### src/hw/rtl/wis_pkg.sv
// Shared types, constants and helper functions for the warp issue scheduler.
// No dependencies; the datapath, controller, top level, checker and testbench top import this package.
package wis_pkg;

   localparam int WARPS     = 32;
   localparam int WIDX      = 5;
   localparam int CNT_W     = 6;
   localparam int MAX_SLICE = 16;

   localparam logic [63:0] GAMMA = 64'h9E37_79B9_7F4A_7C15;
   localparam logic [63:0] MIX_C1 = 64'hBF58_476D_1CE4_E5B9;
   localparam logic [63:0] MIX_C2 = 64'h94D0_49BB_1331_11EB;

   // register indexes
   localparam logic [1:0] REG_MODE  = 2'd0;
   localparam logic [1:0] REG_SEED  = 2'd1;
   localparam logic [1:0] REG_SLICE = 2'd2;

   // mode codes; the unused code runs as round robin
   localparam logic [1:0] MODE_RR   = 2'd0;
   localparam logic [1:0] MODE_RAND = 2'd1;
   localparam logic [1:0] MODE_OLD  = 2'd2;

   typedef enum logic [4:0] {
      OP_NONE, OP_ACCEPT, OP_FIN_SLICE, OP_FIN_RSLICE, OP_FIN_EMPTY, OP_FIN_RR,
      OP_FIN_RAND, OP_OSTART, OP_OSTEP, OP_ONEXT, OP_OTIE, OP_OFIN, OP_RSTART,
      OP_RSTEP, OP_REM_MAX, OP_REM_V, OP_REM_STEP, OP_LIM, OP_ADV, OP_MUL,
      OP_MIX2, OP_MIX3, OP_KSET, OP_KZERO, OP_EMIT
   } op_type;

   typedef struct packed {
      op_type           op;
      logic [1:0]       phase;
      logic             adv;
      logic             n_load;
      logic [CNT_W-1:0] n_val;
   } cmd_type;

   typedef struct packed {
      logic             kind;
      logic [1:0]       mode;
      logic [CNT_W-1:0] count;
      logic             n_le1;
      logic             v_gt_lim;
      logic             bit_on;
      logic             idx_last;
      logic             cand;
      logic             t_lt;
      logic             t_eq;
      logic             kth_hit;
      logic             out_free;
   } stat_type;

   function automatic logic [CNT_W-1:0] popcount(input logic [WARPS-1:0] m);
      logic [CNT_W-1:0] c;
      c = '0;
      for (int i = 0; i < WARPS; i++) c = c + CNT_W'(m[i]);
      return c;
   endfunction

   function automatic logic [WIDX-1:0] lowest(input logic [WARPS-1:0] m);
      logic [WIDX-1:0] r;
      r = '0;
      for (int i = WARPS - 1; i >= 0; i--) if (m[i]) r = WIDX'(i);
      return r;
   endfunction

endpackage

### src/hw/rtl/wis_ctrl.sv
// Controller state machine: sequences acceptance, draws, scans and emit.
// Depends on wis_pkg; drives the datapath through cmd_type, reads stat_type.
module wis_ctrl (
   input  logic              clock,
   input  logic              reset,
   input  logic              req_valid,
   output logic              req_ready,
   input  wis_pkg::stat_type stat,
   output wis_pkg::cmd_type  cmd
);
   import wis_pkg::*;

   typedef enum logic [4:0] {
      S_IDLE, S_DISP, S_BELOW, S_LREM, S_LIM, S_ADV, S_M1, S_X2, S_M2, S_X3,
      S_CHK, S_VREM, S_KSET, S_RET, S_RSCAN, S_OSCAN, S_OFIN, S_OUT
   } state_type;

   typedef enum logic [1:0] {R_SLICE, R_RAND, R_TIE} ret_type;

   state_type  state_ff, state_in;
   ret_type    ret_ff, ret_in;
   logic [3:0] cnt_ff, cnt_in;

   always_comb begin
      cmd       = '{op: OP_NONE, phase: cnt_ff[1:0], adv: 1'b0, n_load: 1'b0,
                    n_val: '0};
      state_in  = state_ff;
      ret_in    = ret_ff;
      cnt_in    = cnt_ff;
      req_ready = 1'b0;
      unique case (state_ff)
         S_IDLE: begin
            req_ready = 1'b1;
            if (req_valid) begin
               cmd.op   = OP_ACCEPT;
               state_in = S_DISP;
            end
         end
         S_DISP: begin
            if (stat.kind) begin
               if (stat.mode == MODE_RAND) begin
                  cmd.n_load = 1'b1;
                  cmd.n_val  = CNT_W'(MAX_SLICE);
                  ret_in     = R_SLICE;
                  state_in   = S_BELOW;
               end else begin
                  cmd.op   = OP_FIN_SLICE;
                  state_in = S_OUT;
               end
            end else if (stat.count == '0) begin
               cmd.op   = OP_FIN_EMPTY;
               state_in = S_OUT;
            end else if (stat.mode == MODE_RAND) begin
               cmd.n_load = 1'b1;
               cmd.n_val  = stat.count;
               ret_in     = R_RAND;
               state_in   = S_BELOW;
            end else if (stat.mode == MODE_OLD) begin
               cmd.op   = OP_OSTART;
               state_in = S_OSCAN;
            end else begin
               cmd.op   = OP_FIN_RR;
               state_in = S_OUT;
            end
         end
         // draw below n: zero for n of at most one, else limit, then draws until one is accepted, then reduce
         S_BELOW: begin
            if (stat.n_le1) begin
               cmd.op   = OP_KZERO;
               state_in = S_RET;
            end else begin
               cmd.op   = OP_REM_MAX;
               cnt_in   = '0;
               state_in = S_LREM;
            end
         end
         S_LREM: begin
            cmd.op = OP_REM_STEP;
            cnt_in = cnt_ff + 4'd1;
            if (cnt_ff == 4'd15) state_in = S_LIM;
         end
         S_LIM: begin
            cmd.op   = OP_LIM;
            state_in = S_ADV;
         end
         S_ADV: begin
            cmd.op   = OP_ADV;
            cnt_in   = '0;
            state_in = S_M1;
         end
         S_M1: begin
            cmd.op = OP_MUL;
            cnt_in = cnt_ff + 4'd1;
            if (cnt_ff == 4'd2) state_in = S_X2;
         end
         S_X2: begin
            cmd.op   = OP_MIX2;
            cnt_in   = '0;
            state_in = S_M2;
         end
         S_M2: begin
            cmd.op = OP_MUL;
            cnt_in = cnt_ff + 4'd1;
            if (cnt_ff == 4'd2) state_in = S_X3;
         end
         S_X3: begin
            cmd.op   = OP_MIX3;
            state_in = S_CHK;
         end
         S_CHK: begin
            if (stat.v_gt_lim) begin
               state_in = S_ADV;
            end else begin
               cmd.op   = OP_REM_V;
               cnt_in   = '0;
               state_in = S_VREM;
            end
         end
         S_VREM: begin
            cmd.op = OP_REM_STEP;
            cnt_in = cnt_ff + 4'd1;
            if (cnt_ff == 4'd15) state_in = S_KSET;
         end
         S_KSET: begin
            cmd.op   = OP_KSET;
            state_in = S_RET;
         end
         S_RET: begin
            unique case (ret_ff)
               R_SLICE: begin
                  cmd.op   = OP_FIN_RSLICE;
                  state_in = S_OUT;
               end
               R_RAND: begin
                  cmd.op   = OP_RSTART;
                  state_in = S_RSCAN;
               end
               R_TIE: begin
                  cmd.op   = OP_OTIE;
                  state_in = stat.idx_last ? S_OFIN : S_OSCAN;
               end
               default: state_in = S_IDLE;
            endcase
         end
         S_RSCAN: begin
            if (stat.kth_hit) begin
               cmd.op   = OP_FIN_RAND;
               state_in = S_OUT;
            end else begin
               cmd.op = OP_RSTEP;
            end
         end
         // ascending scan; a tie calls a one-bit draw before advancing
         S_OSCAN: begin
            if (!stat.bit_on) begin
               cmd.op = OP_ONEXT;
               if (stat.idx_last) state_in = S_OFIN;
            end else if (stat.cand && stat.t_eq) begin
               cmd.op     = OP_OSTEP;
               cmd.n_load = 1'b1;
               cmd.n_val  = CNT_W'(2);
               ret_in     = R_TIE;
               state_in   = S_BELOW;
            end else begin
               cmd.op  = OP_OSTEP;
               cmd.adv = 1'b1;
               if (stat.idx_last) state_in = S_OFIN;
            end
         end
         S_OFIN: begin
            cmd.op   = OP_OFIN;
            state_in = S_OUT;
         end
         S_OUT: begin
            if (stat.out_free) begin
               cmd.op   = OP_EMIT;
               state_in = S_IDLE;
            end
         end
         default: state_in = S_IDLE;
      endcase
   end

   always_ff @(posedge clock) begin
      if (reset) begin
         state_ff <= S_IDLE;
         ret_ff   <= R_SLICE;
         cnt_ff   <= '0;
      end else begin
         state_ff <= state_in;
         ret_ff   <= ret_in;
         cnt_ff   <= cnt_in;
      end
   end

endmodule

### config.mk
export PLATFORM = sky130hd
export DESIGN_NAME = wis_ctrl
export DESIGN_NICKNAME = d
export VERILOG_FILES = /design/src/hw/rtl/wis_pkg.sv /design/src/hw/rtl/wis_ctrl.sv
export SDC_FILE = /design/constraint.sdc
export NUM_CORES = 1
export LEC_CHECK = 0
export ABC_AREA = 1
export BUFFER_PORTS_ARGS = -buffer_cell sky130_fd_sc_hd__buf_4
export CORE_MARGIN = 8
export CORE_UTILIZATION = 29
export DETAILED_ROUTE_END_ITERATION = 8
export GPL_ROUTABILITY_DRIVEN = 0
export SETUP_SLACK_MARGIN = 0.1
export SLEW_MARGIN = 20
export SYNTH_ARGS = -nofsm -noshare
export SYNTH_HDL_FRONTEND = slang
export SYNTH_SLANG_ARGS = --single-unit
### constraint.sdc
create_clock -name clock -period 3.7 [get_ports clock]
set_clock_uncertainty 0.05 [all_clocks]
set_input_delay 0.37 -clock clock [delete_from_list [all_inputs] [get_ports clock]]
set_output_delay 0.37 -clock clock [all_outputs]
set_load 0.005 [all_outputs]
==> results of run 1 <==
-- report_power, final --
part / switching, mW / leakage (nW) / internal [mW]
Combinational: 0.363 / 0.851 / 0.251
Sequential: 0.0622 / 0.0893 / 0.141
Clock: 0.0453 / 0.0255 / 0.0740
-- registers in the layout, indices dropped and copies added (netlist names) --
register  flops
cnt_ff        4
state_ff      5
ret_ff        2
-- critical path: stages, from the launching register on --
cell,delay [ps]
dfxtp_1,640
inv_2,110
nand2_1,140
inv_2,70
nand3_1,130
nand2_1,130
a31oi_1,170
nand4_1,120
buf_4,160
-- metal layers --
layer / share of wire [%] / vias up / global-route usage (%)
met5: 0 / - / 0
li1: - / 895 / -
met2: 46 / 48 / 18.6
met4: 0.48 / 0 / 3.23
met3: 5.6 / 2 / 2.69
met1: 48 / 728 / 16.2
-- area by class of cell --
cell class	instances	area share (%)
Clock buffer	3	2.18
Clock inverter	1	0.265
Inverter	46	9.40
Multi-Input combinational cell	192	58.0
Sequential cell	11	11.6
Tap cell	70	4.63
Timing Repair Buffer	35	13.9
-- worst paths after layout --
check,startpoint,end,slack (ps),cells past startpoint
min,reset,state_ff[1]$_SDFFE_PP0P_,330,2
max reg2reg,state_ff[0]$_SDFFE_PP0P_,state_ff[2]$_SDFFE_PP0P_,1800,8
max,state_ff[2]$_SDFFE_PP0P_,cmd[12],1370,8
min reg2reg,ret_ff[1]$_SDFFE_PP0P_,ret_ff[1]$_SDFFE_PP0P_,460,2
-- cells by family (layout without fill, tap and decap cells) --
logic type	Yosys count	after routing	share of synthesized area, %
AOI/OAI and AO/OA	30	30	12.3
DFF	11	11	14.4
and+or+nand+nor	154	154	52.7
buffers and inverters	52	85	14.1
adders and majority gates	8	8	6.53
-- cells in the mapped netlist --
cell	n
nor2_1	31
o21ai_0	4
nand3_4	1
a21oi_1	9
ha_1	8
buf_4	4
nand4_1	10
nor3_1	5
inv_4	2
nand4_2	1
buf_2	1
nand2_2	5
nand3_2	2
inv_1	35
o2111a_1	1
clkinv_1	2
nand2_1	56
inv_2	7
nor2_4	6
o22ai_1	2
a41oi_1	1
a21oi_2	5
buf_1	1
nor2_2	3
nand2_4	6
a31oi_1	3
o21ai_1	4
nor3_4	1
nand3_1	23
dfxtp_1	11
o21ai_2	1
nand3b_1	1
nor4_1	3
==> summary.txt, run 1 <==
Placement
  – Placed Cells: 354
  – Pre-CTS setup slack: 1650 ps
  – Placed inst area: 1840 um^2
  – Post-DP HPWL: 3800 um
  – Port bufs: 35

Floorplanning
  – I/O pin count: 37
  – Die area: 7870 um^2
  – Initial Utilization: 30.0%
  – Placeable Area: 5110 um^2
  – Die height: 88.7 um
  – Site Rows: 26
  – Die width: 88.7 um

Pwr
  – P per Cell Area: 495 nW/um^2
  – Leakage: 0.966 nW
  – Worst VDD drop: 0.172 mV
  – Overall power: 936 uW

Timing
  – Final hold viol count: 0
  – Crit share post-route: 62.9%
  – Worst-margin pin slew: 517 ps
  – Hold slack: 327 ps
  – Period minus WS final: 2330 ps
  – Final setup viols: 0
  – Setup Total Neg Slack: 0 ps
  – Worst rel slew slack: 65.5%
  – RSZ-0062 raised after global routing: no
  – Setup WS post-layout: 1370 ps
  – Final Max Slew Viols: 0
  – Fmax achieved: 0.430 GHz

Clocking
  – Post_cts resized: 0
  – Post-CTS Setup Inserts: 0
  – Root buf cell: clkbuf_8
  – H-tree depth: 1
  – TritonCTS clock tree: built
  – Cts hold-fix bufs: 0
  – Num CTS Buffers: 3
  – CTS sink count: 11
  – Skew-Pair Late Insertion Delay: 240 ps
  – Register clock-pin slew on the reported worst setup and hold paths: 50 ps
  – CTS Buffer Depth: 2

Yosys
  – Mapped cell area: 1530 um^2
  – Main area contributors after synthesis: dfxtp_1, nand2_1, inv_1, nor2_1, nand3_1
  – Post-synth cell types: 33
  – Synth area leader: dfxtp_1
  – Syn Inst Count: 255
  – Post-synth top area share: 14.4%
  – Mapped Avg Cell Area: 6.01 um^2
  – Seq/Total Area, Yosys: 14.4%
  – Yosys reg bits: 11
  – Syn. warnings: 0
  – Syn nets: 284

Layout
  – P&R area growth vs syn: 23.3%
  – Most frequent cells in the layout: nand2_1, inv_1, buf_4, nor2_1, nand3_1
  – Final nets: 318
  – Most common cell after layout, fill and taps aside: nand2_1
  – Fin area: 1890 um^2
  – Fillers: 575
  – Register area: 220 um^2
  – Share of cells above drive strength 1: 27.4%
  – Layout Cells excl Fill: 358
  – Multi-input logic area: 1100 um^2
  – Diode count: 0
  – Final core occ: 37.0%

GRT
  – Number of global-route vias before repair: 1627
  – Initial antenna violation count: 0
  – First-pass GRT wire length: 7590 um
  – GR Overflow Total: 0
  – Largest net degree at the start of global routing: 12
  – Total GRT Usage: 12.1%

Critical path
  – Critical Path AT: 1910 ps
  – Crit path kind: reg -> out
  – CP max FO: 11
  – Worst EP required: 3280 ps
  – Worst setup EP type: output port
  – Crit path launch type: register

Routing
  – DRT Wirelength: 4420 um
  – Post-route ant nets: 0
  – Post-DR vias/cell: 4.67
  – Initial drt markers: 129
  – WL/cell: 12.3 um
  – Vias post-DR: 1673
  – Router iterations before antenna repair: 4
  – DRC viols: 0

Status
  – Status: finished clean

Flow run
  – Number of max-cap violations: 0

Worst hold path
  – Worst min path class: in -> reg
Note: power is estimated with default switching activity, not from simulation.
==> run 2: changes to the inputs <==
--- a/config.mk
+++ b/config.mk
@@ -5,7 +5,7 @@
 export SDC_FILE = /design/constraint.sdc
 export NUM_CORES = 1
 export LEC_CHECK = 0
-export ABC_AREA = 1
+export ABC_AREA = 0
 export BUFFER_PORTS_ARGS = -buffer_cell sky130_fd_sc_hd__buf_4
 export CORE_MARGIN = 8
 export CORE_UTILIZATION = 29
==> constraint.sdc (replaced) <==
create_clock -name clock -period 2 [get_ports clock]
set_clock_uncertainty 0.05 [all_clocks]
set_input_delay 0.2 -clock clock [delete_from_list [all_inputs] [get_ports clock]]
set_output_delay 0.2 -clock clock [all_outputs]
set_load 0.005 [all_outputs]
==> summary.txt, run 2 <==
Timing
  – RSZ-0062 raised after global routing: yes (was no)
  – Worst rel slew slack: 66.0% (was 65.5%)
  – Final hold viol count: 0 (unchanged)
  – Period minus WS final: 2030 ps
  – Crit share post-route: 102%
  – Worst-margin pin slew: 506 ps (was 517 ps)
  – Final Max Slew Viols: 0 (unchanged)
  – Fmax achieved: 0.492 GHz
  – Final setup viols: 6 (was 0)
  – Setup WS post-layout: -31.9 ps (was 1370 ps)

Routing
  – WL/cell: 15.3 um (was 12.3 um)
  – Router iterations before antenna repair: 4 (unchanged)
  – Vias post-DR: 1838 (was 1673)
  – Initial drt markers: 87 (was 129)
  – Post-DR vias/cell: 5.34 (was 4.67)
  – DRT Wirelength: 5270 um (was 4420 um)
  – Post-route ant nets: 0 (unchanged)
  – DRC viols: 0 (unchanged)

GRT
  – Number of global-route vias before repair: 1800 (was 1627)
  – First-pass GRT wire length: 8520 um (was 7590 um)
  – GR Overflow Total: 0 (unchanged)
  – Largest net degree at the start of global routing: 13 (was 12)
  – Initial antenna violation count: 0 (unchanged)
  – Total GRT Usage: 13.4% (was 12.1%)

Clocking
  – Skew-Pair Late Insertion Delay: 230 ps (was 240 ps)
  – Root buf cell: clkbuf_8 (unchanged)
  – CTS sink count: 11 (unchanged)
  – TritonCTS clock tree: built (unchanged)
  – CTS Buffer Depth: 2 (unchanged)
  – Cts hold-fix bufs: 0 (unchanged)
  – Register clock-pin slew on the reported worst setup and hold paths: 50 ps (about the same)
  – Num CTS Buffers: 3 (unchanged)
  – H-tree depth: 1 (unchanged)

Floorplanning
  – Placeable Area: 5040 um^2 (was 5110 um^2)
  – Initial Utilization: 29.7% (was 30.0%)
  – Die area: 7710 um^2 (was 7870 um^2)
  – I/O pin count: 37 (unchanged)
  – Die width: 87.8 um (was 88.7 um)
  – Die height: 87.8 um (was 88.7 um)
  – Site Rows: 26 (unchanged)

Yosys
  – Yosys reg bits: 11 (unchanged)
  – Post-synth top area share: 14.7% (was 14.4%)
  – Syn. warnings: 0 (unchanged)
  – Mapped Avg Cell Area: 6.93 um^2 (was 6.01 um^2)
  – Post-synth cell types: 52 (was 33)
  – Main area contributors after synthesis: dfxtp_1, ha_1, a21oi_1, nor2_1, nor3_1 (was dfxtp_1, nand2_1, inv_1, nor2_1, nand3_1)
  – FFs w/ async S/R, synth: 0% (unchanged)
  – Synth area leader: dfxtp_1 (unchanged)
  – Seq/Total Area, Yosys: 14.7% (was 14.4%)
  – Predominant post-synthesis flop cell: dfxtp_1 (unchanged)
  – Syn Inst Count: 216 (was 255)
  – EDFF count, synth: 0 (unchanged)
  – Mapped cell area: 1500 um^2 (was 1530 um^2)
  – Synth top cells by count: a21oi_1, nor2_1, nand2_1 (was nand2_1, inv_1, nor2_1)
  – Syn nets: 245 (was 284)

Layout
  – Final core occ: 44.4% (was 37.0%)
  – Most frequent cells in the layout: buf_4, nor2_1, a21oi_1, nand2_1, inv_1 (was nand2_1, inv_1, buf_4, nor2_1, nand3_1)
  – Max reg flops: 5 (unchanged)
  – Biggest regs: state_ff x5, cnt_ff x4, ret_ff x2 (unchanged)
  – Largest Register: state_ff (unchanged)
  – Most common cell after layout, fill and taps aside: buf_4 (was nand2_1)
  – Final nets: 304 (was 318)
  – Diode count: 0 (unchanged)
  – Share of cells above drive strength 1: 39.8% (was 27.4%)
  – P&R area growth vs syn: 49.5% (was 23.3%)

Critical path
  – Critical Path AT: 1780 ps (was 1910 ps)
  – CP max FO: 6 (was 11)
  – Crit path launch type: register (unchanged)
  – Worst setup EP type: output port (unchanged)
  – Crit path kind: reg -> out (unchanged)
  – Worst EP required: 1750 ps (was 3280 ps)

Worst hold path
  – Worst min path class: in -> reg (unchanged)

Pwr
  – Leakage: 0.945 nW (was 0.966 nW)
  – P per Cell Area: 963 nW/um^2 (was 495 nW/um^2)
  – Overall power: 2.15 mW (was 936 uW)
  – Worst VDD drop: 0.403 mV (was 0.172 mV)

Flow run
  – Number of max-cap violations: 0 (unchanged)

Status
  – Failing checks: setup timing
  – Status: finished, violations left (was finished clean)

Placement
  – Port bufs: 35 (unchanged)
  – Pre-CTS setup slack: 61.2 ps (was 1650 ps)
  – Post-DP HPWL: 4070 um (was 3800 um)
run 2: changes by cell type in the layout (fill, tap and decap cells not counted), moves of 5 or more:
| cell | before | now |
|---|---|---|
| a21oi_1 | 9 | 14 |
| and3_1 | 0 | 8 |
| buf_4 | 35 | 69 |
| dfxtp_1 | 11 | 3 |
| inv_1 | 35 | 11 |
| inv_2 | 7 | 0 |
| nand2_1 | 56 | 13 |
| nand2_4 | 6 | 0 |
| nand3_1 | 23 | 6 |
| nand4_1 | 10 | 4 |
| nor2_1 | 31 | 15 |
| nor2b_1 | 0 | 5 |
run 2: kinds of logic after synthesis:
group / Yosys count / share of synthesized area, %
multiplexers: 1 / 0.752
buffers and inverters: 28 / 7.86
adder cells (fa/ha/maj): 8 / 6.69
AND/OR/NAND/NOR: 102 / 39.2
XOR/XNOR: 4 / 2.34
flip-flops: 11 / 14.7
AO/OA/AOI/OAI: 62 / 28.4
run 2: per-stage QoR:
step	cell area (um^2)	hold WS, ps	setup TNS [ps]	cells
2_1_floorplan	1500	329	0	216
3_3_place_gp	1990	417	0	331
3_5_place_dp	1990	423	0	331
4_1_cts	2110	172	-427	339
5_1_grt	2240	173	-658	344
6_report	2240	167	-151	344
run 2: worst paths after layout:
check	start	endpoint	slack, ps	depth (start not counted)
setup / recovery	state_ff[1]$_SDFFE_PP0P_	cmd[1]	-30	6
hold reg to reg	ret_ff[1]$_SDFFE_PP0P_	ret_ff[1]$_SDFFE_PP0P_	430	2
setup reg to reg	state_ff[1]$_SDFFE_PP0P_	state_ff[2]$_SDFFE_PP0P_	50	5
hold / removal	reset	ret_ff[1]$_SDFFE_PP0P_	170	2
run 2: per-layer routing:
metal  vias to the layer above  global-route usage [%]  part of all wire, %  wire (um)
li1                        927                       -                    -          -
met1                       848                    17.9                   45       2380
met2                        52                    21.6                   48       2530
met3                        11                    2.53                  5.5        292
met4                         0                    2.66                  1.2         61
met5                         -                       0                    0          0
run 2: where the power goes:
| part | total, mW | internal, mW | switching (mW) |
|---|---|---|---|
| Clock | 0.213 | 0.139 | 0.0739 |
| Combinational | 1.60 | 0.797 | 0.807 |
| Sequential | 0.336 | 0.270 | 0.0660 |
| Total | 2.15 | 1.21 | 0.947 |
run 2: cell type report:
type / instances / area (um^2)
clock buffer: 4 / 45.0
fill: 534 / 2810
inverter: 11 / 41.3
multi-input combinational: 177 / 1270
sequential: 11 / 240
tap: 70 / 87.6
timing repair buffer: 71 / 549
run 2: what timing repair did:
item / in CTS / in global routing
resized for setup: 14 / 33
hold endpoints to repair: 0 / 0
buffers inserted: 4 / 5
pin swaps: 9 / 11
endpoints found under the setup margin: 17 / 22
run 2: critical path, stage by stage (launching register included):
cell and delay, ps:
dfxtp_4 360, or3_4 390, or3_4 420, nor2_4 120
nand3_2 90, nand2_1 80, buf_4 100
